--- src/hdl/ssb_am_iq_modulator_core_macros.svh ---
// ----------------------------------------------------------------------------
// SSB/AM I-Q modulator assertion macros
// Concurrent assertion wrappers, compiled out when ASSERT_OFF is defined.
// ----------------------------------------------------------------------------
`ifndef SSB_AM_IQ_MODULATOR_CORE_MACROS_SVH
`define SSB_AM_IQ_MODULATOR_CORE_MACROS_SVH

`ifndef ASSERT_OFF
`define SSB_ASSERT(lbl, prop, msg) \
  lbl: assert property (@(posedge clk_i) disable iff (!rst_ni) (prop)) else $error(msg);
`define SSB_ASSERT_CLK(lbl, clk, rst_n, prop, msg) \
  lbl: assert property (@(posedge clk) disable iff (!rst_n) (prop)) else $error(msg);
`else
`define SSB_ASSERT(lbl, prop, msg)
`define SSB_ASSERT_CLK(lbl, clk, rst_n, prop, msg)
`endif

`endif

--- src/hdl/ssb_pkg.sv ---
// ----------------------------------------------------------------------------
// SSB/AM I-Q modulator package
// Widths, register codes, filter coefficient tables and the sequencer
// control bundle.
// ----------------------------------------------------------------------------
`default_nettype none

package ssb_pkg;

  localparam int unsigned TAPS      = 15;
  localparam int unsigned CENTRE    = 7;
  localparam int unsigned HIL_STEPS = 8;

  localparam int unsigned SAMPLE_W  = 12;
  localparam int unsigned COEF_W    = 13;
  localparam int unsigned PROD_W    = SAMPLE_W + COEF_W;
  localparam int unsigned ACC_W     = PROD_W + 1;
  localparam int unsigned DAC_W     = 12;
  localparam int unsigned MODE_W    = 2;
  localparam int unsigned CFG_IDX_W = 2;
  localparam int unsigned STEP_W    = 4;
  localparam int unsigned HSEL_W    = 3;
  localparam int unsigned QV_W      = 14;
  localparam int unsigned SUM_W     = 15;

  localparam logic [MODE_W-1:0] MODE_USB  = 2'd0;
  localparam logic [MODE_W-1:0] MODE_LSB  = 2'd1;
  localparam logic [MODE_W-1:0] MODE_AM   = 2'd2;
  localparam logic [MODE_W-1:0] MODE_ZERO = 2'd3;

  localparam logic [CFG_IDX_W-1:0] CFG_MODE = 2'd0;
  localparam logic [CFG_IDX_W-1:0] CFG_BIAS = 2'd1;
  localparam logic [CFG_IDX_W-1:0] CFG_TOP  = 2'd2;

  localparam logic [MODE_W-1:0] MODE_RST = MODE_USB;
  localparam logic [DAC_W-1:0]  BIAS_RST = 12'd2048;
  localparam logic [DAC_W-1:0]  TOP_RST  = 12'd4095;

  localparam logic signed [COEF_W-1:0] LP_COEF [TAPS] = '{
    13'sd3,   13'sd4,   -13'sd3,  -13'sd14, -13'sd15,
    13'sd6,   13'sd38,  13'sd53,  13'sd38,  13'sd6,
    -13'sd15, -13'sd14, -13'sd3,  13'sd4,   13'sd3
  };

  localparam logic [STEP_W-1:0] HIL_TAP [HIL_STEPS] = '{
    4'd0, 4'd14, 4'd2, 4'd12, 4'd4, 4'd10, 4'd6, 4'd8
  };

  localparam logic signed [COEF_W-1:0] HIL_COEF [HIL_STEPS] = '{
    13'sd315,  -13'sd315,  13'sd440,  -13'sd440,
    13'sd734,  -13'sd734,  13'sd2202, -13'sd2202
  };

  typedef struct packed {
    logic              busy;
    logic              accept;
    logic              mac_clr;
    logic              mac_en;
    logic              hil;
    logic [STEP_W-1:0] step;
    logic              shift_filt;
    logic              load_qi;
    logic              load_out;
  } seq_ctl_t;

  typedef struct packed {
    logic clr;
    logic en;
  } mac_ctl_t;

endpackage

`default_nettype wire

--- src/hdl/ssb_mac.sv ---
// ----------------------------------------------------------------------------
// SSB/AM I-Q modulator shared multiply-accumulate unit
// Registered signed product followed by an accumulator, one term per cycle.
// ----------------------------------------------------------------------------
`default_nettype none

module ssb_mac (
  input  wire                                      clk_i,
  input  wire                                      rst_ni,
  input  wire ssb_pkg::mac_ctl_t                   ctl_i,
  input  wire logic signed [ssb_pkg::SAMPLE_W-1:0] a_i,
  input  wire logic signed [ssb_pkg::COEF_W-1:0]   b_i,
  output logic signed [ssb_pkg::ACC_W-1:0]         acc_o
);

  logic signed [ssb_pkg::PROD_W-1:0] prod_q;
  logic                              pv_q;
  logic signed [ssb_pkg::ACC_W-1:0]  acc_q;

  always_ff @(posedge clk_i or negedge rst_ni) begin
    if (!rst_ni) begin
      pv_q <= 1'b0;
    end else begin
      pv_q <= ctl_i.en;
    end
  end

  always_ff @(posedge clk_i) begin
    prod_q <= a_i * b_i;
    if (ctl_i.clr) begin
      acc_q <= '0;
    end else if (pv_q) begin
      acc_q <= acc_q + ssb_pkg::ACC_W'(prod_q);
    end
  end

  assign acc_o = acc_q;

endmodule

`default_nettype wire

--- src/hdl/ssb_seq.sv ---
// ----------------------------------------------------------------------------
// SSB/AM I-Q modulator sequencer
// Steps the shared MAC through the low-pass taps, then the Hilbert taps,
// and hands the result to the output register.
// ----------------------------------------------------------------------------
`default_nettype none

module ssb_seq (
  input  wire               clk_i,
  input  wire               rst_ni,
  input  wire               in_valid_i,
  input  wire               out_free_i,
  output ssb_pkg::seq_ctl_t ctl_o
);

  typedef enum logic [7:0] {
    S_IDLE = 8'b0000_0001,
    S_FIR  = 8'b0000_0010,
    S_FDRN = 8'b0000_0100,
    S_FSHF = 8'b0000_1000,
    S_HIL  = 8'b0001_0000,
    S_HDRN = 8'b0010_0000,
    S_QSEL = 8'b0100_0000,
    S_OUT  = 8'b1000_0000
  } state_e;

  localparam logic [ssb_pkg::STEP_W-1:0] FIR_LAST = ssb_pkg::STEP_W'(ssb_pkg::TAPS - 1);
  localparam logic [ssb_pkg::STEP_W-1:0] HIL_LAST =
    ssb_pkg::STEP_W'(ssb_pkg::HIL_STEPS - 1);

  state_e                        state_q, state_d;
  logic [ssb_pkg::STEP_W-1:0]    step_q, step_d;

  always_comb begin
    state_d          = state_q;
    step_d           = step_q;
    ctl_o            = '0;
    ctl_o.step       = step_q;
    ctl_o.busy       = (state_q != S_IDLE);
    ctl_o.hil        = (state_q == S_HIL);
    unique case (state_q)
      S_IDLE: begin
        if (in_valid_i) begin
          ctl_o.accept  = 1'b1;
          ctl_o.mac_clr = 1'b1;
          step_d        = '0;
          state_d       = S_FIR;
        end
      end
      S_FIR: begin
        ctl_o.mac_en = 1'b1;
        if (step_q == FIR_LAST) begin
          step_d  = '0;
          state_d = S_FDRN;
        end else begin
          step_d = step_q + 1'b1;
        end
      end
      S_FDRN: begin
        state_d = S_FSHF;
      end
      S_FSHF: begin
        ctl_o.shift_filt = 1'b1;
        ctl_o.mac_clr    = 1'b1;
        step_d           = '0;
        state_d          = S_HIL;
      end
      S_HIL: begin
        ctl_o.mac_en = 1'b1;
        if (step_q == HIL_LAST) begin
          step_d  = '0;
          state_d = S_HDRN;
        end else begin
          step_d = step_q + 1'b1;
        end
      end
      S_HDRN: begin
        state_d = S_QSEL;
      end
      S_QSEL: begin
        ctl_o.load_qi = 1'b1;
        state_d       = S_OUT;
      end
      S_OUT: begin
        if (out_free_i) begin
          ctl_o.load_out = 1'b1;
          state_d        = S_IDLE;
        end
      end
      default: begin
        state_d = S_IDLE;
      end
    endcase
  end

  always_ff @(posedge clk_i or negedge rst_ni) begin
    if (!rst_ni) begin
      state_q <= S_IDLE;
      step_q  <= '0;
    end else begin
      state_q <= state_d;
      step_q  <= step_d;
    end
  end

endmodule

`default_nettype wire

--- src/hdl/ssb_am_iq_modulator_core.sv ---
// i_out_o/q_out_o are loaded into the output register after the low-pass and
// Hilbert passes; no new item is accepted until then, and a pending output
// holds the sequencer. The single shared MAC runs 15 low-pass and 8 Hilbert terms.
// Reset: both delay lines clear to zero, mode USB, bias 2048, top 4095,
// no result pending.
// ----------------------------------------------------------------------------
// SSB/AM I-Q modulator core
// Low-pass FIR and 15-tap Hilbert transform on one shared MAC, with mode
// select, bias and clamp to DAC codes.
// ----------------------------------------------------------------------------
`default_nettype none
`include "ssb_am_iq_modulator_core_macros.svh"

module ssb_am_iq_modulator_core (
  input  wire                                      clk_i,
  input  wire                                      rst_ni,
  input  wire                                      cfg_we_i,
  input  wire logic [ssb_pkg::CFG_IDX_W-1:0]       cfg_idx_i,
  input  wire logic [ssb_pkg::DAC_W-1:0]           cfg_data_i,
  input  wire                                      in_valid_i,
  output logic                                     in_ready_o,
  input  wire logic signed [ssb_pkg::SAMPLE_W-1:0] audio_sample_i,
  output logic                                     out_valid_o,
  input  wire                                      out_ready_i,
  output logic [ssb_pkg::DAC_W-1:0]                i_out_o,
  output logic [ssb_pkg::DAC_W-1:0]                q_out_o
);

  ssb_pkg::seq_ctl_t                     ctl;
  ssb_pkg::mac_ctl_t                     mac_ctl;
  logic [ssb_pkg::MODE_W-1:0]            mode_q;
  logic [ssb_pkg::DAC_W-1:0]             dac_bias_q;
  logic [ssb_pkg::DAC_W-1:0]             dac_top_q;
  logic signed [ssb_pkg::SAMPLE_W-1:0]   raw_q  [ssb_pkg::TAPS];
  logic signed [ssb_pkg::SAMPLE_W-1:0]   filt_q [ssb_pkg::TAPS];
  logic [ssb_pkg::STEP_W-1:0]            tap;
  logic [ssb_pkg::HSEL_W-1:0]            hsel;
  logic signed [ssb_pkg::SAMPLE_W-1:0]   mac_a;
  logic signed [ssb_pkg::COEF_W-1:0]     mac_b;
  logic signed [ssb_pkg::ACC_W-1:0]      acc;
  logic signed [ssb_pkg::ACC_W-1:0]      fir_biased;
  logic signed [ssb_pkg::ACC_W-1:0]      hil_biased;
  logic signed [ssb_pkg::SAMPLE_W-1:0]   fir_val;
  logic signed [ssb_pkg::COEF_W-1:0]     hil_val;
  logic signed [ssb_pkg::SAMPLE_W-1:0]   centre;
  logic signed [ssb_pkg::QV_W-1:0]       qv;
  logic signed [ssb_pkg::QV_W-1:0]       i8_q, q8_q;
  logic signed [ssb_pkg::SUM_W-1:0]      i_sum, q_sum;
  logic                                  out_free;

  function automatic logic signed [ssb_pkg::QV_W-1:0] div8(
    input logic signed [ssb_pkg::QV_W-1:0] v
  );
    logic signed [ssb_pkg::QV_W-1:0] b;
    b = v + (v[ssb_pkg::QV_W-1] ? ssb_pkg::QV_W'(7) : ssb_pkg::QV_W'(0));
    return b >>> 3;
  endfunction

  function automatic logic [ssb_pkg::DAC_W-1:0] clamp_dac(
    input logic signed [ssb_pkg::SUM_W-1:0] v,
    input logic        [ssb_pkg::DAC_W-1:0] top
  );
    logic signed [ssb_pkg::SUM_W-1:0] t;
    t = $signed(ssb_pkg::SUM_W'(top));
    if (v < 0) begin
      return '0;
    end else if (v > t) begin
      return top;
    end else begin
      return v[ssb_pkg::DAC_W-1:0];
    end
  endfunction

  // Configuration registers
  always_ff @(posedge clk_i or negedge rst_ni) begin
    if (!rst_ni) begin
      mode_q     <= ssb_pkg::MODE_RST;
      dac_bias_q <= ssb_pkg::BIAS_RST;
      dac_top_q  <= ssb_pkg::TOP_RST;
    end else if (cfg_we_i) begin
      unique case (cfg_idx_i)
        ssb_pkg::CFG_MODE: mode_q     <= cfg_data_i[ssb_pkg::MODE_W-1:0];
        ssb_pkg::CFG_BIAS: dac_bias_q <= cfg_data_i;
        ssb_pkg::CFG_TOP:  dac_top_q  <= cfg_data_i;
        default: ;
      endcase
    end
  end

  ssb_seq u_seq (
    .clk_i      (clk_i),
    .rst_ni     (rst_ni),
    .in_valid_i (in_valid_i),
    .out_free_i (out_free),
    .ctl_o      (ctl)
  );

  assign in_ready_o = !ctl.busy;
  assign out_free   = !out_valid_o || out_ready_i;

  // Delay lines, oldest entry at index 0
  always_ff @(posedge clk_i or negedge rst_ni) begin
    if (!rst_ni) begin
      for (int i = 0; i < ssb_pkg::TAPS; i++) begin
        raw_q[i]  <= '0;
        filt_q[i] <= '0;
      end
    end else begin
      if (ctl.accept) begin
        for (int i = 0; i < ssb_pkg::TAPS - 1; i++) begin
          raw_q[i] <= raw_q[i+1];
        end
        raw_q[ssb_pkg::TAPS-1] <= audio_sample_i;
      end
      if (ctl.shift_filt) begin
        for (int i = 0; i < ssb_pkg::TAPS - 1; i++) begin
          filt_q[i] <= filt_q[i+1];
        end
        filt_q[ssb_pkg::TAPS-1] <= fir_val;
      end
    end
  end

  // Operand select for the shared MAC
  assign hsel  = ctl.step[ssb_pkg::HSEL_W-1:0];
  assign tap   = ctl.hil ? ssb_pkg::HIL_TAP[hsel] : ctl.step;
  assign mac_a = ctl.hil ? filt_q[tap] : raw_q[tap];
  assign mac_b = ctl.hil ? ssb_pkg::HIL_COEF[hsel] : ssb_pkg::LP_COEF[tap];

  assign mac_ctl.clr = ctl.mac_clr;
  assign mac_ctl.en  = ctl.mac_en;

  ssb_mac u_mac (
    .clk_i  (clk_i),
    .rst_ni (rst_ni),
    .ctl_i  (mac_ctl),
    .a_i    (mac_a),
    .b_i    (mac_b),
    .acc_o  (acc)
  );

  // Truncate toward zero: bias negative sums before the arithmetic shift
  assign fir_biased = acc + (acc[ssb_pkg::ACC_W-1] ? ssb_pkg::ACC_W'(255) : ssb_pkg::ACC_W'(0));
  assign hil_biased = acc + (acc[ssb_pkg::ACC_W-1] ? ssb_pkg::ACC_W'(4095) : ssb_pkg::ACC_W'(0));
  assign fir_val    = fir_biased[8 +: ssb_pkg::SAMPLE_W];
  assign hil_val    = hil_biased[12 +: ssb_pkg::COEF_W];
  assign centre     = filt_q[ssb_pkg::CENTRE];

  always_comb begin
    case (mode_q)
      ssb_pkg::MODE_USB: qv = -ssb_pkg::QV_W'(hil_val);
      ssb_pkg::MODE_LSB: qv = ssb_pkg::QV_W'(hil_val);
      ssb_pkg::MODE_AM:  qv = ssb_pkg::QV_W'(centre);
      default:           qv = '0;
    endcase
  end

  always_ff @(posedge clk_i) begin
    if (ctl.load_qi) begin
      i8_q <= div8(ssb_pkg::QV_W'(centre));
      q8_q <= div8(qv);
    end
  end

  assign i_sum = $signed(ssb_pkg::SUM_W'(dac_bias_q)) + ssb_pkg::SUM_W'(i8_q);
  assign q_sum = $signed(ssb_pkg::SUM_W'(dac_bias_q)) - ssb_pkg::SUM_W'(q8_q);

  // Output register
  always_ff @(posedge clk_i or negedge rst_ni) begin
    if (!rst_ni) begin
      out_valid_o <= 1'b0;
    end else if (ctl.load_out) begin
      out_valid_o <= 1'b1;
    end else if (out_ready_i) begin
      out_valid_o <= 1'b0;
    end
  end

  always_ff @(posedge clk_i) begin
    if (ctl.load_out) begin
      i_out_o <= clamp_dac(i_sum, dac_top_q);
      q_out_o <= clamp_dac(q_sum, dac_top_q);
    end
  end

  `SSB_ASSERT(a_busy_after_accept, (in_valid_i && in_ready_o) |=> !in_ready_o, "accepted item did not start work")
  `SSB_ASSERT(a_load_needs_slot, ctl.load_out |-> (!out_valid_o || out_ready_i), "result overwrote pending output")
  `SSB_ASSERT(a_idle_mac_quiet, in_ready_o |-> (!ctl.mac_en && !ctl.load_qi), "datapath active while idle")
  `SSB_ASSERT(a_valid_from_load, $rose(out_valid_o) |-> $past(ctl.load_out), "output valid without load")

endmodule

`default_nettype wire

--- config.mk ---
export PLATFORM = sky130hd
export DESIGN_NAME = ssb_am_iq_modulator_core
export DESIGN_NICKNAME = d
export VERILOG_FILES = /design/src/hdl/ssb_pkg.sv /design/src/hdl/ssb_mac.sv /design/src/hdl/ssb_seq.sv /design/src/hdl/ssb_am_iq_modulator_core.sv
export VERILOG_INCLUDE_DIRS = /design/src /design/src/hdl
export SDC_FILE = /design/constraint.sdc
export NUM_CORES = 1
export LEC_CHECK = 0
export ABC_AREA = 1
export BUFFER_PORTS_ARGS = -buffer_cell sky130_fd_sc_hd__clkbuf_2
export CORE_MARGIN = 3
export CORE_UTILIZATION = 58
export DETAILED_ROUTE_END_ITERATION = 8
export PLACE_DENSITY_LB_ADDON = 0.12
export SKIP_CTS_REPAIR_TIMING = 1
export SLEW_MARGIN = 20
export SYNTH_ARGS = -nofsm -noshare
export SYNTH_HDL_FRONTEND = slang
export SYNTH_SLANG_ARGS = --single-unit
--- constraint.sdc ---
create_clock -name clk_i -period 6.8 [get_ports clk_i]
set_clock_uncertainty 0.15 [all_clocks]
set_input_delay 0.34 -clock clk_i [delete_from_list [all_inputs] [get_ports clk_i]]
set_output_delay 0.34 -clock clk_i [all_outputs]
set_load 0.03 [all_outputs]
==> results of run 1 <==
## worst register-to-register path: cells and delay by family (launching register included)
kind	cells	cell delay, ns
DFF	1	0.38
buffers and inverters	8	0.87
adders and majority gates	6	2.94
and+or+nand+nor	18	1.65
AOI/OAI and AO/OA	7	0.92
xor gates and xnor gates	1	0.13
## synth_stat cells (28+ instances only)
| cell | count |
|---|---|
| o221ai_1 | 73 |
| fa_1 | 152 |
| edfxtp_1 | 45 |
| nand2_1 | 1244 |
| xor2_1 | 57 |
| dfxtp_1 | 51 |
| inv_2 | 28 |
| ha_1 | 150 |
| clkbuf_1 | 86 |
| o22ai_1 | 39 |
| dfrtp_1 | 386 |
| nor2_1 | 211 |
| inv_1 | 540 |
| nand3_1 | 104 |
| buf_2 | 52 |
| o21ai_0 | 351 |
| o21ai_1 | 32 |
| a21oi_1 | 224 |
## flip-flops by register name, indices dropped and copies added (netlist names), 4 cells and up
register and count:
q_out_o 12, i8_q 10, u_mac.prod_q 25, u_mac.acc_o 26
filt_q 168, centre 12, dac_bias_q 12, i_out_o 12
raw_q 180, u_seq.step_q 4, dac_top_q 12, q8_q 11
u_seq.state_q 8
## metrics by stage
stage	cell area (sq um)	setup TNS [ns]	utilization, %
after detailed placement	35100	-3.50	64.6
final	38300	-1.60	70.5
after CTS	36900	-4.05	67.8
after floorplan	32300	0	-
after global placement	35100	-2.81	64.6
after global routing	38300	-4.54	70.5
## per-layer routing
metal,vias to the layer above,GRT usage [%]
met2,884,45.2
met1,13400,42.2
met5,-,0
met3,178,4.39
met4,0,9.23
li1,13600,-
## worst paths after layout
kind	start	to	cells past startpoint
worst min register to register	filt_q[162]$_DFFE_PN0P_	filt_q[174]$_DFFE_PN0P_	2
min in group asynchronous	rst_ni	raw_q[93]$_DFFE_PN0P_	2
max in group asynchronous	rst_ni	filt_q[6]$_DFFE_PN0P_	3
worst max register to register	u_seq.state_q[6]$_DFFE_PN0P_	u_mac.prod_q[24]$_DFF_P_	40
worst min-delay path	cfg_idx_i[1]	mode_q[1]$_DFFE_PN0P_	4
worst max-delay path	u_seq.state_q[6]$_DFFE_PN0P_	u_mac.prod_q[24]$_DFF_P_	40
## layout make-up
type / instances / area [sq um] / area share [%]
clock buffer: 80 / 1560 / 4.07
clock inverter: 17 / 175 / 0.457
inverter: 574 / 2180 / 5.70
multi-input combinational: 2836 / 17600 / 45.9
sequential: 496 / 12400 / 32.4
tap: 739 / 925 / 2.41
timing repair buffer: 401 / 3480 / 9.08
## kinds of logic after synthesis
kind of cell / share of synthesized area (%)
adder cells (fa/ha/maj): 15.3
AND/OR/NAND/NOR: 20.9
XOR/XNOR: 2.20
buffers and inverters: 8.98
flip-flops: 38.5
AO/OA/AOI/OAI: 14.1
==> results.toml, run 1 <==
[grt]
grt_max_degree = 181
antenna_found_initial = 0
grt-ovfl-total = 0
first_global_vias = 26300
grt_pass1_wl_microns = 138000
grt_usage_pct = 29.0

[setup_path]
critPathKind = "flop to flop"
crit_top_cell = "fa_1"
required_ns = 7.14
path_delay_family = "adder cells"
crit_slowest_cell = "fa_1"
slowest_delay_ns = 0.57
crit_fanout = 6
startpoint_type = "flop"
crit_path_end_kind = "flop"
critPathBufInv = 8
cp.arrival_ns = 7.47
r2r_slack_ns = -0.33

[placed_design]
dp.cells = 4984
dpl.hpwl_microns = 62500
place_ws_ns = -0.530
port-buffer-count = 56
gp_congestion = 0.955

[timing]
finalSetupViolations = 8
finalCritPeriodShare_pct = 105
slew_headroom_pct = 30.6
fin_ws_ns = -0.326
hold_violations = 2
fmax_mhz = 140
slew_violations = 0
rsz0062_at_grt = "true"
tightest_slew_ns = 1.04
timing.final.crit_period_ns = 7.13
hold_slack_ns = -0.0395

[cells_and_area]
layout-drive-gt1-share_pct = 15.6
final_common_cell = "nand2_1"
area_growth_pct = 19.0
final_cell_mix = "nand2_1 (1229), inv_1 (528), dfrtp_1 (386), o21ai_0 (335), buf_4 (263)"
n_antenna_cell = 0
final_cells = 5143
nFillCells = 4394
nNetsFinal = 4694

[synthesis]
yosys_register_bits = 496
synth_edf_count = 45
syn_inst = 4064
yosys_warnings = 0
syn_area_sq_mm = 0.0322
synth_ff_type = "dfrtp_1"
synth_cell_type_count = 65
postSynth.asyncResetShare_pct = 80.6
seq_area_frac_synth_pct = 38.5
synth_top_area_cell = "dfrtp_1"
synth_top_area_share_pct = 30.0
syn_area_per_cell_sq_um = 7.92
synth_fp_nets = 4397
yosys-top-cells-area = "dfrtp_1 (30%), nand2_1 (15%), fa_1 (9.5%)"

[clock_tree]
cts_max_path_buffers = 3
cts_root_buf = "clkbuf_16"
numCtsBuffers = 52
htreeDepth = 2
cts_tree = "built"
clkLatencyLatePin_ns = 0.63
clock-sinks = 496
clk_pin_slew_ns = 0.06

[detailed_routing]
top_layer = "met4"
drt-total-wl_microns = 87600
drc = 0
dr.pass1.iters = 6
viasPerCell = 5.46
met3WireLength_microns = 5880
dr_wl_met2_microns = 40000
drtIter0Drc = 2569
ant_nets = 0
vias = 28100
routedLengthMet1_microns = 38900
avgRoutedWirePerCell_microns = 17.0

[flow_run]
max_cap_viol_count = 0

[floorplanning]
die_w_microns = 242
rows = 85
io_pins = 57
die_area_sq_mm = 0.0584
die_h_microns = 242
initial_core_util_pct = 59.2
core_area_sq_mm = 0.0543

[hold_path]
worst_hold_path_type = "primary input to flop"

[run_status]
outcome = "complete, but fails checks"
violations = "hold timing, setup timing"
Power of run 1 is not shown: default switching activity piles up to over one toggle a cycle in this logic, so the estimate is an artifact.
==> run 2: changes to the inputs <==
SYNTH_HIERARCHICAL = 1   (was not set)
==> run 2 against run 1 <==
The run ends with hold timing left; routed wire length is 3.7% lower; critical endpoint is now u_mac/prod_q[23]$_DFF_P_; die area is 2.7% higher; synthesized cell count is 4.8% higher; first-iteration DRC count is 10% lower; hold slack better by 0.0095 ns; worst setup slack better by 0.34 ns.
==> results.toml, run 2 <==
[setup_path]
path_delay_family = "adder cells"
critPathBufInv = 9
crit_path_end_kind = "flop"
slowest_delay_ns = 0.59
startpoint_type = "flop"
required_ns = 7.14
crit_fanout = 24
cp.arrival_ns = 7.13
crit_slowest_cell = "fa_1"
critPathKind = "flop to flop"

[cells_and_area]
layout-drive-gt1-share_pct = 13.7
final_cell_mix = "nand2_1 (974), inv_1 (710), o21ai_0 (449), dfrtp_1 (386), nor2_1 (274)"
area_growth_pct = 16.7
n_antenna_cell = 0
final_cells = 5250
top_register = "raw_q"
final_area_sq_mm = 0.0386
final_common_cell = "nand2_1"
nNetsFinal = 4789
largest_reg_flops = 180

[grt]
grt_usage_pct = 28.2
grt_pass1_wl_microns = 137000
antenna_found_initial = 0
grt_max_degree = 243
first_global_vias = 26900
grt-ovfl-total = 0

[timing]
hold_violations = 2
timing.final.crit_period_ns = 6.79
slew_violations = 0
hold_slack_ns = -0.0300
fmax_mhz = 147
tightest_slew_ns = 0.985
fin_ws_ns = 0.0117
slew_headroom_pct = 34.2
finalCritPeriodShare_pct = 99.8
rsz0062_at_grt = "true"
finalSetupViolations = 0

[floorplanning]
rows = 86
die_area_sq_mm = 0.0599
initial_core_util_pct = 59.3
core_area_sq_mm = 0.0557
die_h_microns = 245
io_pins = 57
die_w_microns = 245

[synthesis]
synth_edf_count = 45
synth_ff_type = "dfrtp_1"
yosys_register_bits = 496
synth_top_area_share_pct = 29.2
synth_most_common_cell = "nand2_1"
yosys-top-cells-area = "dfrtp_1 (29%), nand2_1 (11%), fa_1 (9.1%)"
synth_fp_nets = 4589
synth_cell_type_count = 64
syn_area_sq_mm = 0.0331
seq_area_frac_synth_pct = 37.5
syn_area_per_cell_sq_um = 7.77
synth_top_area_cell = "dfrtp_1"
yosys_warnings = 6
syn_inst = 4259
postSynth.asyncResetShare_pct = 80.6
ys_top_cells_by_count = "nand2_1 (986), inv_1 (718), o21ai_0 (465)"

[placed_design]
dp.cells = 5098
gp_congestion = 0.936
port-buffer-count = 56
dpl.hpwl_microns = 61700
place_ws_ns = -0.0842
placed_cell_area_sq_mm = 0.0356

[clock_tree]
cts_tree = "built"
clk_pin_slew_ns = 0.07
htreeDepth = 2
numCtsBuffers = 53
cts_root_buf = "clkbuf_16"
clkLatencyLatePin_ns = 0.62
cts_max_path_buffers = 3
clock-sinks = 496

[detailed_routing]
drc = 0
dr.pass1.iters = 6
viasPerCell = 5.38
drt-total-wl_microns = 84300
avgRoutedWirePerCell_microns = 16.1
vias = 28200
ant_nets = 0
drtIter0Drc = 2303

[hold_path]
worst_hold_path_type = "primary input to flop"

[run_status]
outcome = "complete, but fails checks"
violations = "hold timing"

[flow_run]
max_cap_viol_count = 0
run 2: cell count changes in the layout (fill, tap and decap cells not counted), moves of 21 or more:
cell      delta
buf_4       -68
inv_1      +182
nand2_1    -255
nand3_1     +38
nor2_1      +87
o21ai_0    +114
o21ai_1     -21
o221ai_1    -35
run 2: layout make-up:
cell class,count,area (sq um)
repair buffers,329,2900
clock buffers,77,1540
flip-flops and latches,496,12400
inverters,737,2780
fillers,4664,17100
multi-input cells,2842,17800
well taps,748,936
clock inverters,21,248
run 2: cell families after synthesis:
| group | after synthesis | synth area share [%] |
|---|---|---|
| AOI/OAI and AO/OA | 918 | 15.6 |
| xor gates and xnor gates | 70 | 1.88 |
| and+or+nand+nor | 1555 | 19.8 |
| buffers and inverters | 921 | 10.5 |
| DFF | 496 | 37.5 |
| adders and majority gates | 299 | 14.7 |
run 2: final timing paths:
path,slack (ns),endpoint,from,depth (start not counted)
setup / recovery,0.01,u_mac/prod_q[23]$_DFF_P_,u_seq/state_q[6]$_DFFE_PN0P_,31
hold / removal,-0.03,mode_q[1]$_DFFE_PN0P_,cfg_idx_i[1],4
setup reg to reg,0.01,u_mac/prod_q[23]$_DFF_P_,u_seq/state_q[6]$_DFFE_PN0P_,31
hold reg to reg,0.31,filt_q[51]$_DFFE_PN0P_,filt_q[39]$_DFFE_PN0P_,2
max in group asynchronous,4.82,centre[2]$_DFFE_PN0P_,rst_ni,4
min in group asynchronous,0.20,raw_q[164]$_DFFE_PN0P_,rst_ni,2
run 2: tightest hold or removal path: cells and delay by family:
family,cells,cell delay (ns)
AOI/OAI and AO/OA,1,0.09
buffers and inverters,2,0.15
and+or+nand+nor,1,0.11
run 2: layer usage:
layer,track usage [%],routed length (microns),share of wire [%],vias up
met2,46.0,39700,47,764
met1,39.6,37300,44,13300
met5,0,0,0,-
met3,4.11,5120,6.1,148
li1,-,-,-,14000
met4,7.78,2250,2.7,0
run 2: stage by stage:
step	util, %	TNS (ns)
3_5_place_dp	63.8	-0.288
6_report	69.2	0
5_1_grt	69.2	-1.95
3_3_place_gp	63.8	-0.0934
2_1_floorplan	-	0
4_1_cts	67.0	-0.417
Power of run 2 is left out for the same reason.
